--- src/hdl/wft_pkg.sv ---
package wft_pkg;

    localparam int VALUE_W     = 20;
    localparam int ADDR_W      = 20;
    localparam int IDX_W       = 8;
    localparam int CFG_DATA_W  = 9;
    localparam int CFG_INDEX_W = 2;
    localparam int SEQ_W       = 4;

    localparam logic [CFG_INDEX_W-1:0] REG_OUT_COUNT  = 2'd0;
    localparam logic [CFG_INDEX_W-1:0] REG_CHAN_COUNT = 2'd1;

    localparam logic [SEQ_W-1:0] TILE_LAST = 4'd15;

endpackage

--- src/hdl/wft_filter_if.sv ---
interface wft_filter_if #(
    parameter int TAP_BITS = 16
);
    logic                          valid;
    logic                          ready;
    logic signed [TAP_BITS-1:0]    tap_r0c0;
    logic signed [TAP_BITS-1:0]    tap_r0c1;
    logic signed [TAP_BITS-1:0]    tap_r0c2;
    logic signed [TAP_BITS-1:0]    tap_r1c0;
    logic signed [TAP_BITS-1:0]    tap_r1c1;
    logic signed [TAP_BITS-1:0]    tap_r1c2;
    logic signed [TAP_BITS-1:0]    tap_r2c0;
    logic signed [TAP_BITS-1:0]    tap_r2c1;
    logic signed [TAP_BITS-1:0]    tap_r2c2;
    logic [wft_pkg::IDX_W-1:0]     filter_index;
    logic [wft_pkg::IDX_W-1:0]     channel_index;

    modport source (
        output valid, tap_r0c0, tap_r0c1, tap_r0c2, tap_r1c0, tap_r1c1, tap_r1c2,
               tap_r2c0, tap_r2c1, tap_r2c2, filter_index, channel_index,
        input  ready
    );

    modport sink (
        input  valid, tap_r0c0, tap_r0c1, tap_r0c2, tap_r1c0, tap_r1c1, tap_r1c2,
               tap_r2c0, tap_r2c1, tap_r2c2, filter_index, channel_index,
        output ready
    );
endinterface

--- src/hdl/wft_tile_if.sv ---
interface wft_tile_if;
    logic                                 valid;
    logic                                 ready;
    logic signed [wft_pkg::VALUE_W-1:0]   tile_value;
    logic [1:0]                           tile_row;
    logic [1:0]                           tile_col;
    logic [wft_pkg::ADDR_W-1:0]           dest_address;
    logic                                 last_of_tile;

    modport source (
        output valid, tile_value, tile_row, tile_col, dest_address, last_of_tile,
        input  ready
    );

    modport sink (
        input  valid, tile_value, tile_row, tile_col, dest_address, last_of_tile,
        output ready
    );
endinterface

--- src/hdl/wft_cfg.sv ---
module wft_cfg #(
    parameter int MAX_FILTERS  = 256,
    parameter int MAX_CHANNELS = 256,
    parameter int OCNT_W       = 9,
    parameter int CCNT_W       = 9
) (
    input  logic                                clk,
    input  logic                                rst_n,
    input  logic                                cfg_we,
    input  logic [wft_pkg::CFG_INDEX_W-1:0]     cfg_index,
    input  logic [wft_pkg::CFG_DATA_W-1:0]      cfg_wdata,
    output logic [OCNT_W-1:0]                   out_count,
    output logic [CCNT_W-1:0]                   chan_count
);
    logic [OCNT_W-1:0] out_count_reg;
    logic [OCNT_W-1:0] out_count_next;
    logic [CCNT_W-1:0] chan_count_reg;
    logic [CCNT_W-1:0] chan_count_next;
    logic [OCNT_W-1:0] out_sat;
    logic [CCNT_W-1:0] chan_sat;

    // Writes above the supported maximum saturate to it.
    always_comb
    begin
        out_sat  = (int'(cfg_wdata) > MAX_FILTERS) ? OCNT_W'(MAX_FILTERS) : OCNT_W'(cfg_wdata);
        chan_sat = (int'(cfg_wdata) > MAX_CHANNELS) ? CCNT_W'(MAX_CHANNELS)
                                                    : CCNT_W'(cfg_wdata);
        out_count_next  = out_count_reg;
        chan_count_next = chan_count_reg;
        if (cfg_we)
        begin
            case (cfg_index)
                wft_pkg::REG_OUT_COUNT:  out_count_next  = out_sat;
                wft_pkg::REG_CHAN_COUNT: chan_count_next = chan_sat;
                default:                 ;
            endcase
        end
    end

    always_ff @(posedge clk or negedge rst_n)
    begin
        if (!rst_n)
        begin
            out_count_reg  <= OCNT_W'(MAX_FILTERS);
            chan_count_reg <= CCNT_W'(MAX_CHANNELS);
        end
        else
        begin
            out_count_reg  <= out_count_next;
            chan_count_reg <= chan_count_next;
        end
    end

    assign out_count  = out_count_reg;
    assign chan_count = chan_count_reg;
endmodule

--- src/hdl/wft_eval.sv ---
module wft_eval #(
    parameter int TAP_BITS = 16,
    parameter int CALC_W   = 20
) (
    input  logic signed [TAP_BITS-1:0]  taps [3][3],
    input  logic [1:0]                  row,
    input  logic [1:0]                  col,
    output logic signed [CALC_W-1:0]    value
);
    logic signed [CALC_W-1:0] col_term [3];

    // One row (or column) of the doubled transform matrix applied to three values.
    function automatic logic signed [CALC_W-1:0] hcomb(
        input logic signed [CALC_W-1:0] a,
        input logic signed [CALC_W-1:0] b,
        input logic signed [CALC_W-1:0] c,
        input logic [1:0]               sel
    );
        logic signed [CALC_W-1:0] r;
        case (sel)
            2'd0:    r = a <<< 1;
            2'd1:    r = a + b + c;
            2'd2:    r = a - b + c;
            default: r = c <<< 1;
        endcase
        return r;
    endfunction

    always_comb
    begin
        for (int j = 0; j < 3; j++)
        begin
            col_term[j] = hcomb(CALC_W'(taps[0][j]), CALC_W'(taps[1][j]),
                                CALC_W'(taps[2][j]), row);
        end
        value = hcomb(col_term[0], col_term[1], col_term[2], col);
    end
endmodule

--- src/hdl/winograd_filter_transform_core.sv ---
// Winograd F(2x2,3x3) filter transform. Each filter transaction (nine taps plus
// filter and channel numbers) produces sixteen tile transactions, row-major, each
// carrying four times the transformed coefficient as an exact integer and its
// address in the transposed layout; the sixteenth is flagged as last. The block
// emits one result per cycle through its single output channel while the sink is
// ready. The next filter is accepted in the cycle its predecessor's last result is
// issued, so filters stream back to back; the taps are captured on acceptance and
// each result then passes through the output register before it is presented.
module winograd_filter_transform_core #(
    parameter int MAX_FILTERS  = 256,
    parameter int MAX_CHANNELS = 256,
    parameter int TAP_BITS     = 16
) (
    input  logic                                clk,
    input  logic                                rst_n,
    input  logic                                cfg_we,
    input  logic [wft_pkg::CFG_INDEX_W-1:0]     cfg_index,
    input  logic [wft_pkg::CFG_DATA_W-1:0]      cfg_wdata,
    wft_filter_if.sink                          filter,
    wft_tile_if.source                          tile
);
    localparam int OCNT_W = ($clog2(MAX_FILTERS + 1) > wft_pkg::CFG_DATA_W)
                            ? $clog2(MAX_FILTERS + 1) : wft_pkg::CFG_DATA_W;
    localparam int CCNT_W = ($clog2(MAX_CHANNELS + 1) > wft_pkg::CFG_DATA_W)
                            ? $clog2(MAX_CHANNELS + 1) : wft_pkg::CFG_DATA_W;
    localparam int CALC_W = (TAP_BITS + 4 > wft_pkg::VALUE_W) ? TAP_BITS + 4
                                                               : wft_pkg::VALUE_W;
    localparam int PROD_W = wft_pkg::IDX_W + OCNT_W;

    logic [OCNT_W-1:0]                  out_count;
    logic [CCNT_W-1:0]                  chan_count;

    logic                               busy_reg;
    logic [wft_pkg::SEQ_W-1:0]          cnt_reg;
    logic signed [TAP_BITS-1:0]         tap_reg [3][3];
    logic [wft_pkg::ADDR_W-1:0]         oc_reg;
    logic [wft_pkg::ADDR_W-1:0]         addr_reg;

    logic                               out_valid_reg;
    logic signed [wft_pkg::VALUE_W-1:0] value_reg;
    logic [wft_pkg::SEQ_W-1:0]          pos_reg;
    logic [wft_pkg::ADDR_W-1:0]         dest_reg;
    logic                               last_reg;

    logic                               accept;
    logic                               advance;
    logic                               at_last;
    logic [PROD_W-1:0]                  co_prod;
    logic [PROD_W-1:0]                  base_sum;
    logic [OCNT_W+CCNT_W-1:0]           oc_prod;
    logic signed [CALC_W-1:0]           calc_value;

    wft_cfg #(
        .MAX_FILTERS  (MAX_FILTERS),
        .MAX_CHANNELS (MAX_CHANNELS),
        .OCNT_W       (OCNT_W),
        .CCNT_W       (CCNT_W)
    ) u_cfg (
        .clk        (clk),
        .rst_n      (rst_n),
        .cfg_we     (cfg_we),
        .cfg_index  (cfg_index),
        .cfg_wdata  (cfg_wdata),
        .out_count  (out_count),
        .chan_count (chan_count)
    );

    wft_eval #(
        .TAP_BITS (TAP_BITS),
        .CALC_W   (CALC_W)
    ) u_eval (
        .taps  (tap_reg),
        .row   (cnt_reg[3:2]),
        .col   (cnt_reg[1:0]),
        .value (calc_value)
    );

    assign at_last      = (cnt_reg == wft_pkg::TILE_LAST);
    assign advance      = busy_reg && (!out_valid_reg || tile.ready);
    assign filter.ready = !busy_reg || (advance && at_last);
    assign accept       = filter.valid && filter.ready;

    assign co_prod  = PROD_W'(filter.channel_index) * PROD_W'(out_count);
    assign base_sum = co_prod + PROD_W'(filter.filter_index);
    assign oc_prod  = (OCNT_W+CCNT_W)'(out_count) * (OCNT_W+CCNT_W)'(chan_count);

    always_ff @(posedge clk or negedge rst_n)
    begin
        if (!rst_n)
        begin
            busy_reg      <= 1'b0;
            cnt_reg       <= '0;
            out_valid_reg <= 1'b0;
        end
        else
        begin
            if (accept)
            begin
                busy_reg <= 1'b1;
                cnt_reg  <= '0;
            end
            else if (advance)
            begin
                cnt_reg <= cnt_reg + wft_pkg::SEQ_W'(1);
                if (at_last)
                begin
                    busy_reg <= 1'b0;
                end
            end

            if (advance)
            begin
                out_valid_reg <= 1'b1;
            end
            else if (tile.ready)
            begin
                out_valid_reg <= 1'b0;
            end
        end
    end

    always_ff @(posedge clk)
    begin
        if (accept)
        begin
            tap_reg[0][0] <= filter.tap_r0c0;
            tap_reg[0][1] <= filter.tap_r0c1;
            tap_reg[0][2] <= filter.tap_r0c2;
            tap_reg[1][0] <= filter.tap_r1c0;
            tap_reg[1][1] <= filter.tap_r1c1;
            tap_reg[1][2] <= filter.tap_r1c2;
            tap_reg[2][0] <= filter.tap_r2c0;
            tap_reg[2][1] <= filter.tap_r2c1;
            tap_reg[2][2] <= filter.tap_r2c2;
            oc_reg        <= wft_pkg::ADDR_W'(oc_prod);
            addr_reg      <= wft_pkg::ADDR_W'(base_sum);
        end
        else if (advance)
        begin
            addr_reg <= addr_reg + oc_reg;
        end

        if (advance)
        begin
            value_reg <= calc_value[wft_pkg::VALUE_W-1:0];
            pos_reg   <= cnt_reg;
            dest_reg  <= addr_reg;
            last_reg  <= at_last;
        end
    end

    assign tile.valid        = out_valid_reg;
    assign tile.tile_value   = value_reg;
    assign tile.tile_row     = pos_reg[3:2];
    assign tile.tile_col     = pos_reg[1:0];
    assign tile.dest_address = dest_reg;
    assign tile.last_of_tile = last_reg;
endmodule

--- src/flat_wrapper.sv ---
// flat-port wrapper written by rule: the top's interface ports become plain ports
module winograd_filter_transform_core_flat 
#(
    parameter int MAX_FILTERS  = 256,
    parameter int MAX_CHANNELS = 256,
    parameter int TAP_BITS     = 16
)
  (clk, rst_n, cfg_we, cfg_index, cfg_wdata, filter_valid, filter_tap_r0c0, filter_tap_r0c1, filter_tap_r0c2, filter_tap_r1c0, filter_tap_r1c1, filter_tap_r1c2, filter_tap_r2c0, filter_tap_r2c1, filter_tap_r2c2, filter_filter_index, filter_channel_index, filter_ready, tile_valid, tile_tile_value, tile_tile_row, tile_tile_col, tile_dest_address, tile_last_of_tile, tile_ready);
  wft_filter_if #(.TAP_BITS(TAP_BITS)) filter_i ();
  wft_tile_if tile_i ();
  input  logic clk;
  input  logic rst_n;
  input  logic cfg_we;
  input  logic [wft_pkg::CFG_INDEX_W-1:0] cfg_index;
  input  logic [wft_pkg::CFG_DATA_W-1:0] cfg_wdata;
  input wire logic [$bits(filter_i.valid)-1:0] filter_valid;
  input wire logic [$bits(filter_i.tap_r0c0)-1:0] filter_tap_r0c0;
  input wire logic [$bits(filter_i.tap_r0c1)-1:0] filter_tap_r0c1;
  input wire logic [$bits(filter_i.tap_r0c2)-1:0] filter_tap_r0c2;
  input wire logic [$bits(filter_i.tap_r1c0)-1:0] filter_tap_r1c0;
  input wire logic [$bits(filter_i.tap_r1c1)-1:0] filter_tap_r1c1;
  input wire logic [$bits(filter_i.tap_r1c2)-1:0] filter_tap_r1c2;
  input wire logic [$bits(filter_i.tap_r2c0)-1:0] filter_tap_r2c0;
  input wire logic [$bits(filter_i.tap_r2c1)-1:0] filter_tap_r2c1;
  input wire logic [$bits(filter_i.tap_r2c2)-1:0] filter_tap_r2c2;
  input wire logic [$bits(filter_i.filter_index)-1:0] filter_filter_index;
  input wire logic [$bits(filter_i.channel_index)-1:0] filter_channel_index;
  output wire logic [$bits(filter_i.ready)-1:0] filter_ready;
  output wire logic [$bits(tile_i.valid)-1:0] tile_valid;
  output wire logic [$bits(tile_i.tile_value)-1:0] tile_tile_value;
  output wire logic [$bits(tile_i.tile_row)-1:0] tile_tile_row;
  output wire logic [$bits(tile_i.tile_col)-1:0] tile_tile_col;
  output wire logic [$bits(tile_i.dest_address)-1:0] tile_dest_address;
  output wire logic [$bits(tile_i.last_of_tile)-1:0] tile_last_of_tile;
  input wire logic [$bits(tile_i.ready)-1:0] tile_ready;
  assign filter_i.valid = filter_valid;
  assign filter_i.tap_r0c0 = filter_tap_r0c0;
  assign filter_i.tap_r0c1 = filter_tap_r0c1;
  assign filter_i.tap_r0c2 = filter_tap_r0c2;
  assign filter_i.tap_r1c0 = filter_tap_r1c0;
  assign filter_i.tap_r1c1 = filter_tap_r1c1;
  assign filter_i.tap_r1c2 = filter_tap_r1c2;
  assign filter_i.tap_r2c0 = filter_tap_r2c0;
  assign filter_i.tap_r2c1 = filter_tap_r2c1;
  assign filter_i.tap_r2c2 = filter_tap_r2c2;
  assign filter_i.filter_index = filter_filter_index;
  assign filter_i.channel_index = filter_channel_index;
  assign filter_ready = filter_i.ready;
  assign tile_valid = tile_i.valid;
  assign tile_tile_value = tile_i.tile_value;
  assign tile_tile_row = tile_i.tile_row;
  assign tile_tile_col = tile_i.tile_col;
  assign tile_dest_address = tile_i.dest_address;
  assign tile_last_of_tile = tile_i.last_of_tile;
  assign tile_i.ready = tile_ready;
  winograd_filter_transform_core #(.MAX_FILTERS(MAX_FILTERS), .MAX_CHANNELS(MAX_CHANNELS), .TAP_BITS(TAP_BITS)) u_core (.clk(clk), .rst_n(rst_n), .cfg_we(cfg_we), .cfg_index(cfg_index), .cfg_wdata(cfg_wdata), .filter(filter_i), .tile(tile_i));
endmodule
--- config.mk ---
export PLATFORM = sky130hd
export DESIGN_NAME = winograd_filter_transform_core_flat
export DESIGN_NICKNAME = d
export VERILOG_FILES = /design/src/hdl/wft_pkg.sv /design/src/hdl/wft_filter_if.sv /design/src/hdl/wft_tile_if.sv /design/src/hdl/wft_cfg.sv /design/src/hdl/wft_eval.sv /design/src/hdl/winograd_filter_transform_core.sv /design/src/flat_wrapper.sv
export SDC_FILE = /design/constraint.sdc
export NUM_CORES = 1
export LEC_CHECK = 0
export BUFFER_PORTS_ARGS = -buffer_cell sky130_fd_sc_hd__buf_4
export CORE_ASPECT_RATIO = 0.75
export CORE_MARGIN = 2
export CORE_UTILIZATION = 30
export CTS_BUF_LIST = sky130_fd_sc_hd__clkbuf_4
export DETAILED_ROUTE_END_ITERATION = 10
export SYNTH_ARGS = -nofsm -noshare
export SYNTH_HDL_FRONTEND = slang
export SYNTH_SLANG_ARGS = --single-unit
export TNS_END_PERCENT = 5
--- constraint.sdc ---
create_clock -name clk -period 7.9 [get_ports clk]
set_input_delay 1.185 -clock clk [delete_from_list [all_inputs] [get_ports clk]]
set_output_delay 1.185 -clock clk [all_outputs]
set_load 0.005 [all_outputs]
# Word level (Yosys, flattened, before mapping)
# Index checks and enable logic that the tools add are counted.
# totals
input_bits	176
output_inout_bits	47
romBits	0
word_cells	79
mem_bits_rw	0
ff_bits	251
n_memories	0
latchBits	0
# classes
shifts	0
n_mul	2
magnitude_cmp	1
n_mux	14
n_div	0
add_sub_neg	19
bitwise_logic	0
reduce_logical	16
n_eq_ne	6
# ops
operator	n
$pmux W20 S3	4
$add A17 B16 Y18	6
$add A20 B20 Y20	3
$add A16 B16 Y17	3
$sub A16 B16 Y17	3
$mux W17	2
$add A20 B18 Y20	1
$sub A20 B20 Y20	1
$mul A9 B9 Y18	1
$add A17 B8 Y17	1
$mul A8 B9 Y17	1
$gt A9 B9 Y1 const B	1
$mux W9	1
$mux W4	2
$eq A2 B1 Y1 const B	3
$logic_not A2 Y1	3
$reduce_and A2 Y1	3
$reduce_bool A2 Y1	3
$mux W1	5
$add A4 B1 Y4 const B	1
$eq A2 B2 Y1 const B	2
$eq A4 B4 Y1 const B	1
$logic_and A1 B1 Y1	3
$logic_not A1 Y1	2
$logic_or A1 B1 Y1	2

# Logic depth before layout (Yosys ltp)
# Gate-level depths: netlist of run 1.
# depth
depth_word	8
depth_mapped	30
ltp_nobuf	30

# Modules after synthesis
# From an unflattened synthesis of run 1, not the netlist that was laid out.
# hier_totals
hier_cells	2613
hier_area_um2	25824.8
# modules_own_cells
mod	area_per_inst_um2	cells_per_inst	n_inst	seq_area_each_um2
winograd_filter_transform_core	13217.7	1030	1	6936.7
wft_eval	11863.9	1535	1	0.0
wft_cfg	743.2	48	1	452.9

# Worst setup path after synthesis of run 1
# OpenSTA, ideal clock, no wires.
# synth_timing
kind	input to register
start	in tile_ready
end	reg u_core.oc_reg[0] (netlist bit), enable pin
setup_time_ns	0.590
slack_ns	0.202
required_ns	7.310
arrival_ns	7.108
path_buffers	1
stages	8
path_cell_list	nand2b_1 -> nand2_1 -> clkinv_1 -> nand2_1 -> nand2_1 -> nand2_1 -> inv_1 -> clkbuf_1
# synth_via
elab_chain_len	5
# synth_lines
element	line	source
start, declared	flat_wrapper.sv:35	input wire logic [$bits(tile_i.ready)-1:0] tile_ready;
$logic_or A1 B1 Y1	winograd_filter_transform_core.sv:79	assign advance = busy_reg && (!out_valid_reg || tile.ready);
$logic_and A1 B1 Y1	winograd_filter_transform_core.sv:79	
net u_core.advance	winograd_filter_transform_core.sv:46	logic advance;
$logic_and A1 B1 Y1	winograd_filter_transform_core.sv:80	assign filter.ready = !busy_reg || (advance && at_last);
$logic_or A1 B1 Y1	winograd_filter_transform_core.sv:80	
net filter_ready	flat_wrapper.sv:28	output wire logic [$bits(filter_i.ready)-1:0] filter_ready;
$logic_and A1 B1 Y1	winograd_filter_transform_core.sv:81	assign accept = filter.valid && filter.ready;
net u_core.accept	winograd_filter_transform_core.sv:45	logic accept;
end signal, assigned	winograd_filter_transform_core.sv:135	oc_reg <= wft_pkg::ADDR_W'(oc_prod);
end, declared	winograd_filter_transform_core.sv:36	logic [wft_pkg::ADDR_W-1:0] oc_reg;
# The timed path passes the listed nets, and every way through them passes these cells.
# A chain may end at the register's enable or synchronous reset.

# Worst setup path after layout of run 1
# layout_timing
start	reg u_core.tap_reg[18] (netlist bit)
end	reg u_core.value_reg (netlist bit u_core.tile.tile_value[18]), data pin
# layout_via
elab_chain_len	5
word_cells_on_any_way	8
cone_classes	add/sub (6); mux (2)
# layout_lines
element	line	source
start, declared	winograd_filter_transform_core.sv:35	logic signed [TAP_BITS-1:0] tap_reg [3][3];
$add A17 B16 Y18, on equally long branches	wft_eval.sv:23, wft_eval.sv:22	
$pmux W20 S3 *	wft_eval.sv:20	case (sel)
$sub A20 B20 Y20 / $add A20 B20 Y20 (equally long branches)	wft_eval.sv:23, wft_eval.sv:22	
$add A20 B20 Y20, on equally long branches	wft_eval.sv:23, wft_eval.sv:22	
$pmux W20 S3 *	wft_eval.sv:20	
net u_core.calc_value[18]	winograd_filter_transform_core.sv:51	logic signed [CALC_W-1:0] calc_value;
end signal, assigned	winograd_filter_transform_core.sv:145	value_reg <= calc_value[wft_pkg::VALUE_W-1:0];
end, declared	winograd_filter_transform_core.sv:40	logic signed [wft_pkg::VALUE_W-1:0] value_reg;
# The timed path passes the listed nets; every way through them passes the cells marked *.

==> results of run 1 <==
how the worst min path moves through the flow:
stage                              from                           end  slack, ns  depth (start not counted)
floorplan           u_core.addr_reg[19]  u_core.tile.dest_address[19]       0.43                          0
finish                            rst_n             u_core.cnt_reg[1]       0.24                          1
CTS                               rst_n             u_core.cnt_reg[1]       0.13                          1
global route                      rst_n             u_core.cnt_reg[1]       0.17                          1
global placement     u_core.addr_reg[0]   u_core.tile.dest_address[0]       0.45                          0
detailed placement   u_core.addr_reg[0]   u_core.tile.dest_address[0]       0.45                          0
power by group:
group	total, µW	internal (µW)	switching [µW]
combinational	8380	3730	4640
sequential	2100	1830	269
clock	1500	820	680
total	12000	6380	5590
routing by layer:
metal  share of wire [%]  vias up  GRT usage [%]
met2                  41      541           21.9
met3                 7.8       88           3.99
li1                    -     8971              -
met1                  50     9082           24.1
met5               0.054        -              0
met4                 1.8        6           4.19
placed cells by master, fill, tap and decap left out, types with 34 or more instances in the layout:
cell / instances
sky130_fd_sc_hd__nor2_1: 112
sky130_fd_sc_hd__fa_1: 223
sky130_fd_sc_hd__ha_1: 266
sky130_fd_sc_hd__nand2_1: 211
sky130_fd_sc_hd__o21ai_0: 86
sky130_fd_sc_hd__inv_1: 515
sky130_fd_sc_hd__xor2_1: 45
sky130_fd_sc_hd__a21o_1: 35
sky130_fd_sc_hd__mux4_2: 35
sky130_fd_sc_hd__nand2b_1: 34
sky130_fd_sc_hd__clkbuf_4: 105
sky130_fd_sc_hd__a21oi_1: 125
sky130_fd_sc_hd__and2_1: 58
sky130_fd_sc_hd__buf_4: 235
sky130_fd_sc_hd__edfxtp_1: 224
sky130_fd_sc_hd__xnor2_1: 100
through the flow:
stage,setup slack [ns],cell area (µm²)
4_1_cts,1.19,29400
2_1_floorplan,0.202,25300
6_report,1.16,29400
3_5_place_dp,1.26,28300
3_3_place_gp,1.37,28300
5_1_grt,0.724,29400
final cells by class:
class	instances	area, µm²	share of cell area, %
antenna	3	7.51	0.0256
clock buffer	105	788	2.68
clock inverter	34	312	1.06
inverter	519	1960	6.66
multi-input combinational	1701	15700	53.5
sequential	251	7400	25.2
tap	1128	1410	4.81
timing repair buffer	236	1780	6.08
kinds of logic (layout without fill, tap and decap cells):
logic type / count (synthesis) / in the layout / synth area share, %
mux: 58 / 58 / 4.06
flops: 251 / 251 / 29.2
compound gates: 427 / 427 / 11.2
other cells: 0 / 3 / 0
simple gates: 582 / 582 / 11.0
xor+xnor: 145 / 145 / 5.02
fa+ha+maj: 489 / 489 / 30.8
buf+inv: 580 / 894 / 8.62
==> metrics.cfg, run 1 <==
[placement]
detailedPlacementHpwl_um = 53500
count_of_buffers_inserted_at_the_top_level_ports = 222
gp_congestion = 0.910
dp.cells = 3835

[route]
drt-pass1-iter-count = 5
detailroute.via_count = 18688
wirelength_um = 68200
drt-initial-drc-count = 1167
drt_drc_violations_left = 0
detail_route.vias_per_cell = 4.70
wl_per_cell_um = 17.1
final_antenna_net_count = 0

[logic_synthesis]
netlist_area_um2 = 25300
synth-async-reset-ratio_pct = 9.56
postSynthRegisterBits = 251
postSynthCellCount = 2532
post-synth-top-area-cell = sky130_fd_sc_hd__edfxtp_1
yosysWarningCount = 0
synth-seq-area-share_pct = 29.2
yosysMostFrequentCell = sky130_fd_sc_hd__inv_1
syn_nets = 3197
ys_dominant_reg_cell = sky130_fd_sc_hd__edfxtp_1
synth.top_cell.area_share_pct = 26.6
synthTopCellsByArea = sky130_fd_sc_hd__edfxtp_1 27%, sky130_fd_sc_hd__fa_1 18%, sky130_fd_sc_hd__ha_1 13%
synth_area_per_inst_um2 = 9.98
yosys.cell_types.count = 81
synth-edff-count = 224
synth.cells.most_frequent = 516 x sky130_fd_sc_hd__inv_1, 266 x sky130_fd_sc_hd__ha_1, 224 x sky130_fd_sc_hd__edfxtp_1, 223 x sky130_fd_sc_hd__fa_1, 211 x sky130_fd_sc_hd__nand2_1

[clock_network]
clkLatencyLatePin_ns = 0.87
cts-hold-fix-buffers = 0
cts-buffers-inserted = 79
htreeDepth = 3
clock_path_buffers = 3
cts_root_buffer = sky130_fd_sc_hd__clkbuf_4
clkTransAtPathRegs_ns = 0.09
tritoncts_clock_tree = yes
postCtsSetupBuffers = 0
numClockSinks = 251
cts_repair_resize_count = 0

[floorplan]
io-pin-count = 223
die-width_um = 339
fp.coreArea_um2 = 83800
design.die.area_um2 = 86600
initial_utilization_pct = 30.2
row_count = 92
chipHeight_um = 255

[grt]
first_pass_grt_wire_length_um = 106000
track_usage_pct = 15.8
first_global_vias = 18651
grt_antenna_before_repair = 8
grt_remaining_overflow = 0
grt_max_degree = 144

[critical_path]
critical_path_peak_fanout = 4
data_arrival_at_the_endpoint_of_the_critical_path_ns = 7.32
worst_r2r_endpoint = u_core.tile.tile_value[18]
crit_path_start_kind = flop
critical-path-top-cell-by-count = sky130_fd_sc_hd__ha_1
worst-endpoint-required_ns = 8.48
endpoint_kind = flop
timing.critical_path.slowest_cell_delay_ns = 0.64
path_class = reg -> reg
ff2ff_setup_slack_ns = 1.16
slowest_stage = sky130_fd_sc_hd__fa_1
cp-endpoint = u_core.tile.tile_value[18]
worst_r2r_path_depth = 27
cp_top_family = compound AO/OA/AOI/OAI gates
critical_path_buf_inv_count = 2
r2r-start = u_core.tap_reg[18]
cp-startpoint = u_core.tap_reg[18]
worstSetupPathDepth = 27

[timing]
setup_violations = 0
report.final.hold_viol_count = 0
timing_worst_slew_pin_value_ns = 1.10
hold_ws_ns = 0.235
rsz0062_at_grt = false
setup_total_negative_slack_ns = 0
report.final.slew_viol_count = 0
timing.max_slew.rel_slack_pct = 26.5
fin_skew_ns = 0.0865
min_period_over_period_pct = 85.3
min_period_ns = 6.74
maxClockFrequency_mhz = 148

[power]
ir_drop_uv = 339
total_power_uw = 12000
power.leakage_uw = 0.0137
cellPowerDensity_nw_per_um2 = 408

[cells_and_area]
fillerInstances = 8629
non_filler_instances = 3977
drive_gt1_share_pct = 15.7
layout-area-overhead-vs-synth_pct = 16.2
largest_register_ff_count = 144
finish.net_count = 3453
layout_utilization_pct = 35.0

[status]
outcome = finished clean

[run]
timing.max_cap.violations = 0

[worst_hold_path]
min_path_type = in -> async

No activity file was read; power rests on OpenSTA's default activity.
==> run 2, diff against run 1 <==
--- a/config.mk
+++ b/config.mk
@@ -6,7 +6,6 @@
 export NUM_CORES = 1
 export LEC_CHECK = 0
 export BUFFER_PORTS_ARGS = -buffer_cell sky130_fd_sc_hd__buf_4
-export CORE_ASPECT_RATIO = 0.75
 export CORE_MARGIN = 2
 export CORE_UTILIZATION = 30
 export CTS_BUF_LIST = sky130_fd_sc_hd__clkbuf_4
==> run 2 against run 1 <==
  * Global-route usage is 0.22 points lower
  * Die area hardly changed
  * Fmax is 0.68% lower
  * Clock power is 11% lower
  * Hold slack better by 0.046 ns
  * Power is 2.3% lower
  * Largest power group unchanged
==> metrics.cfg, run 2 (synthesis gave the netlist of run 1 again) <==
[route]
detailroute.via_count = 18572  ; -0.62%
routedLengthMet1_um = 28100  ; -17%
route.top_layer_used = met5
drt-initial-drc-count = 996  ; -15%
route.met2.wl_um = 31900  ; +15%
drt_drc_violations_left = 0  ; unchanged
route.met3.wl_um = 5470  ; +3.4%
detail_route.vias_per_cell = 4.74  ; +0.88%
wirelength_um = 67200  ; -1.4%
drt-pass1-iter-count = 5  ; unchanged
final_antenna_net_count = 0  ; unchanged
wl_per_cell_um = 17.2  ; about the same

[placement]
detailed_place.area_um2 = 28200  ; -0.28%
gp_congestion = 0.891  ; -2.2%
detailedPlacementHpwl_um = 53600  ; about the same
count_of_buffers_inserted_at_the_top_level_ports = 222  ; unchanged

[floorplan]
chipHeight_um = 294  ; +15%
initial_utilization_pct = 30.3  ; +0.089 points
fp.coreArea_um2 = 83600  ; -0.29%
die-width_um = 294  ; -13%
design.die.area_um2 = 86600  ; about the same
row_count = 106  ; +15%
io-pin-count = 223  ; unchanged

[grt]
first_global_vias = 18957  ; +1.6%
track_usage_pct = 15.6  ; -0.22 points
grt_remaining_overflow = 0  ; unchanged
first_pass_grt_wire_length_um = 104000  ; -2.2%
grt_max_degree = 121  ; -16%
grt_antenna_before_repair = 15  ; +7

[clock_network]
tritoncts_clock_tree = yes
clkTransAtPathRegs_ns = 0.08  ; about the same
postCtsSetupBuffers = 0  ; unchanged
clkLatencyLatePin_ns = 0.82  ; -0.05 ns
cts-hold-fix-buffers = 0  ; unchanged
htreeDepth = 3  ; unchanged
cts_repair_resize_count = 0  ; unchanged
numClockSinks = 251  ; unchanged
cts-buffers-inserted = 76  ; -3.8%
clock_path_buffers = 3  ; unchanged
cts_root_buffer = sky130_fd_sc_hd__clkbuf_4

[power]
internal_power_uw = 6230  ; -2.4%
swShare_pct = 46.8  ; +0.053 points
ir_drop_uv = 324  ; -4.3%
cellPowerDensity_nw_per_um2 = 402  ; -1.5%
clock_power_share_pct = 11.3  ; -1.2 points
pwr-share-comb_pct = 70.7  ; +0.7 points
power.leakage_uw = 0.0136  ; -0.52%
power.share.sequential_pct = 18.0  ; +0.5 points
p_sw_uw = 5470  ; -2.2%

[status]
outcome = finished clean

[timing]
timing.max_slew.rel_slack_pct = 33.1  ; +6.6 points
report.final.hold_viol_count = 0  ; unchanged
min_period_ns = 6.79  ; +0.0461 ns
maxClockFrequency_mhz = 147  ; -0.68%
rsz0062_at_grt = false
report.final.slew_viol_count = 0  ; unchanged
setup_total_negative_slack_ns = 0  ; unchanged
setup_violations = 0  ; unchanged
min_period_over_period_pct = 85.9  ; +0.58 points
timing_worst_slew_pin_value_ns = 1.00  ; -0.0993 ns
fin_skew_ns = 0.0931  ; +0.00665 ns

[critical_path]
critical_path_buf_inv_count = 2  ; unchanged
critical_path_peak_fanout = 4  ; unchanged
path_class = reg -> reg
cp-startpoint = u_core.tap_reg[18]
worst_r2r_path_depth = 27  ; unchanged
critical-path-top-cell-by-count = sky130_fd_sc_hd__ha_1
timing.critical_path.slowest_cell_delay_ns = 0.49  ; -0.15 ns
worst_r2r_endpoint = u_core.tile.tile_value[18]
data_arrival_at_the_endpoint_of_the_critical_path_ns = 7.32  ; about the same
crit_path_start_kind = flop
cp-endpoint = u_core.tile.tile_value[18]
slowest_stage = sky130_fd_sc_hd__mux4_2
r2r-start = u_core.tap_reg[18]
ff2ff_setup_slack_ns = 1.11  ; -0.05 ns
worst-endpoint-required_ns = 8.43  ; -0.05 ns
worstSetupPathDepth = 27  ; unchanged
endpoint_kind = flop
cp_top_family = compound AO/OA/AOI/OAI gates

[cells_and_area]
largest_register_ff_count = 144  ; unchanged
layout_common_cells = 515 x sky130_fd_sc_hd__inv_1, 266 x sky130_fd_sc_hd__ha_1, 235 x sky130_fd_sc_hd__buf_4
footprint_of_the_multi_input_gates_um2 = 15700  ; unchanged
drive_gt1_share_pct = 15.4  ; -0.23 points
finish.net_count = 3449  ; -0.12%
layout-area-overhead-vs-synth_pct = 15.2
final_common_cell = sky130_fd_sc_hd__inv_1
final_area_um2 = 29100  ; -0.80%
fillerInstances = 8635  ; +0.070%
register_area_um2 = 7400  ; unchanged

[worst_hold_path]
min_path_type = in -> async

[run]
timing.max_cap.violations = 0  ; unchanged

-- run 2: cell types whose count changed in the layout (fill, tap and decap cells not counted), sizes merged --
| cell | previous run | this run |
|---|---|---|
| diode | 3 | 2 |
| buf | 236 | 235 |
| clkinvlp | 3 | 1 |
| bufinv | 6 | 2 |
| clkinv | 25 | 23 |
| inv | 519 | 518 |
-- run 2: area by class of cell --
class,instances,share of cell area (%)
clock inverters,25,0.550
clock buffers,105,2.71
inverters,519,6.71
repair buffers,235,6.06
multi-input cells,1701,53.9
flip-flops and latches,251,25.4
well taps,1080,4.64
diodes,2,0.0172
-- run 2: worst min-delay path by stage --
| stage | endpoint | startpoint | slack [ns] | depth (start not counted) |
|---|---|---|---|---|
| 2_1_floorplan | u_core.tile.dest_address[19] | u_core.addr_reg[19] | 0.43 | 0 |
| 3_3_place_gp | u_core.tile.dest_address[9] | u_core.addr_reg[9] | 0.44 | 0 |
| 3_5_place_dp | u_core.tile.dest_address[19] | u_core.addr_reg[19] | 0.45 | 0 |
| 4_1_cts | u_core.tile.valid | rst_n | 0.20 | 1 |
| 5_1_grt | u_core.busy_reg | rst_n | 0.24 | 1 |
| 6_report | u_core.u_cfg.chan_count[3] | rst_n | 0.28 | 1 |
-- run 2: power groups by stage --
stage	Sequential, µW	Clock, µW	Combinational [µW]
after CTS	2110	1390	8230
after detailed placement	2140	0	8170
after global routing	2130	1440	9270
after global placement	2140	0	8110
after floorplan	1950	0	6390
final	2100	1330	8270
-- run 2: per-layer routing --
| layer | up-vias | track usage, % |
|---|---|---|
| li1 | 8968 | - |
| met1 | 8943 | 19.3 |
| met2 | 506 | 26.4 |
| met3 | 129 | 4.35 |
| met4 | 26 | 4.37 |
| met5 | - | 0 |
-- run 2: through the flow --
step / hold WS [ns] / instances / power [µW] / utilization [%] / setup slack, ns
after detailed placement: 0.451 / 3786 / 10300 / 33.7 / 1.23
after floorplan: 0.429 / 2532 / 8330 / - / 0.202
final: 0.281 / 3918 / 11700 / 34.9 / 1.11
after CTS: 0.200 / 3916 / 11700 / 34.9 / 1.22
after global routing: 0.239 / 3918 / 12800 / 34.9 / 0.691
after global placement: 0.436 / 3786 / 10200 / 33.7 / 1.34
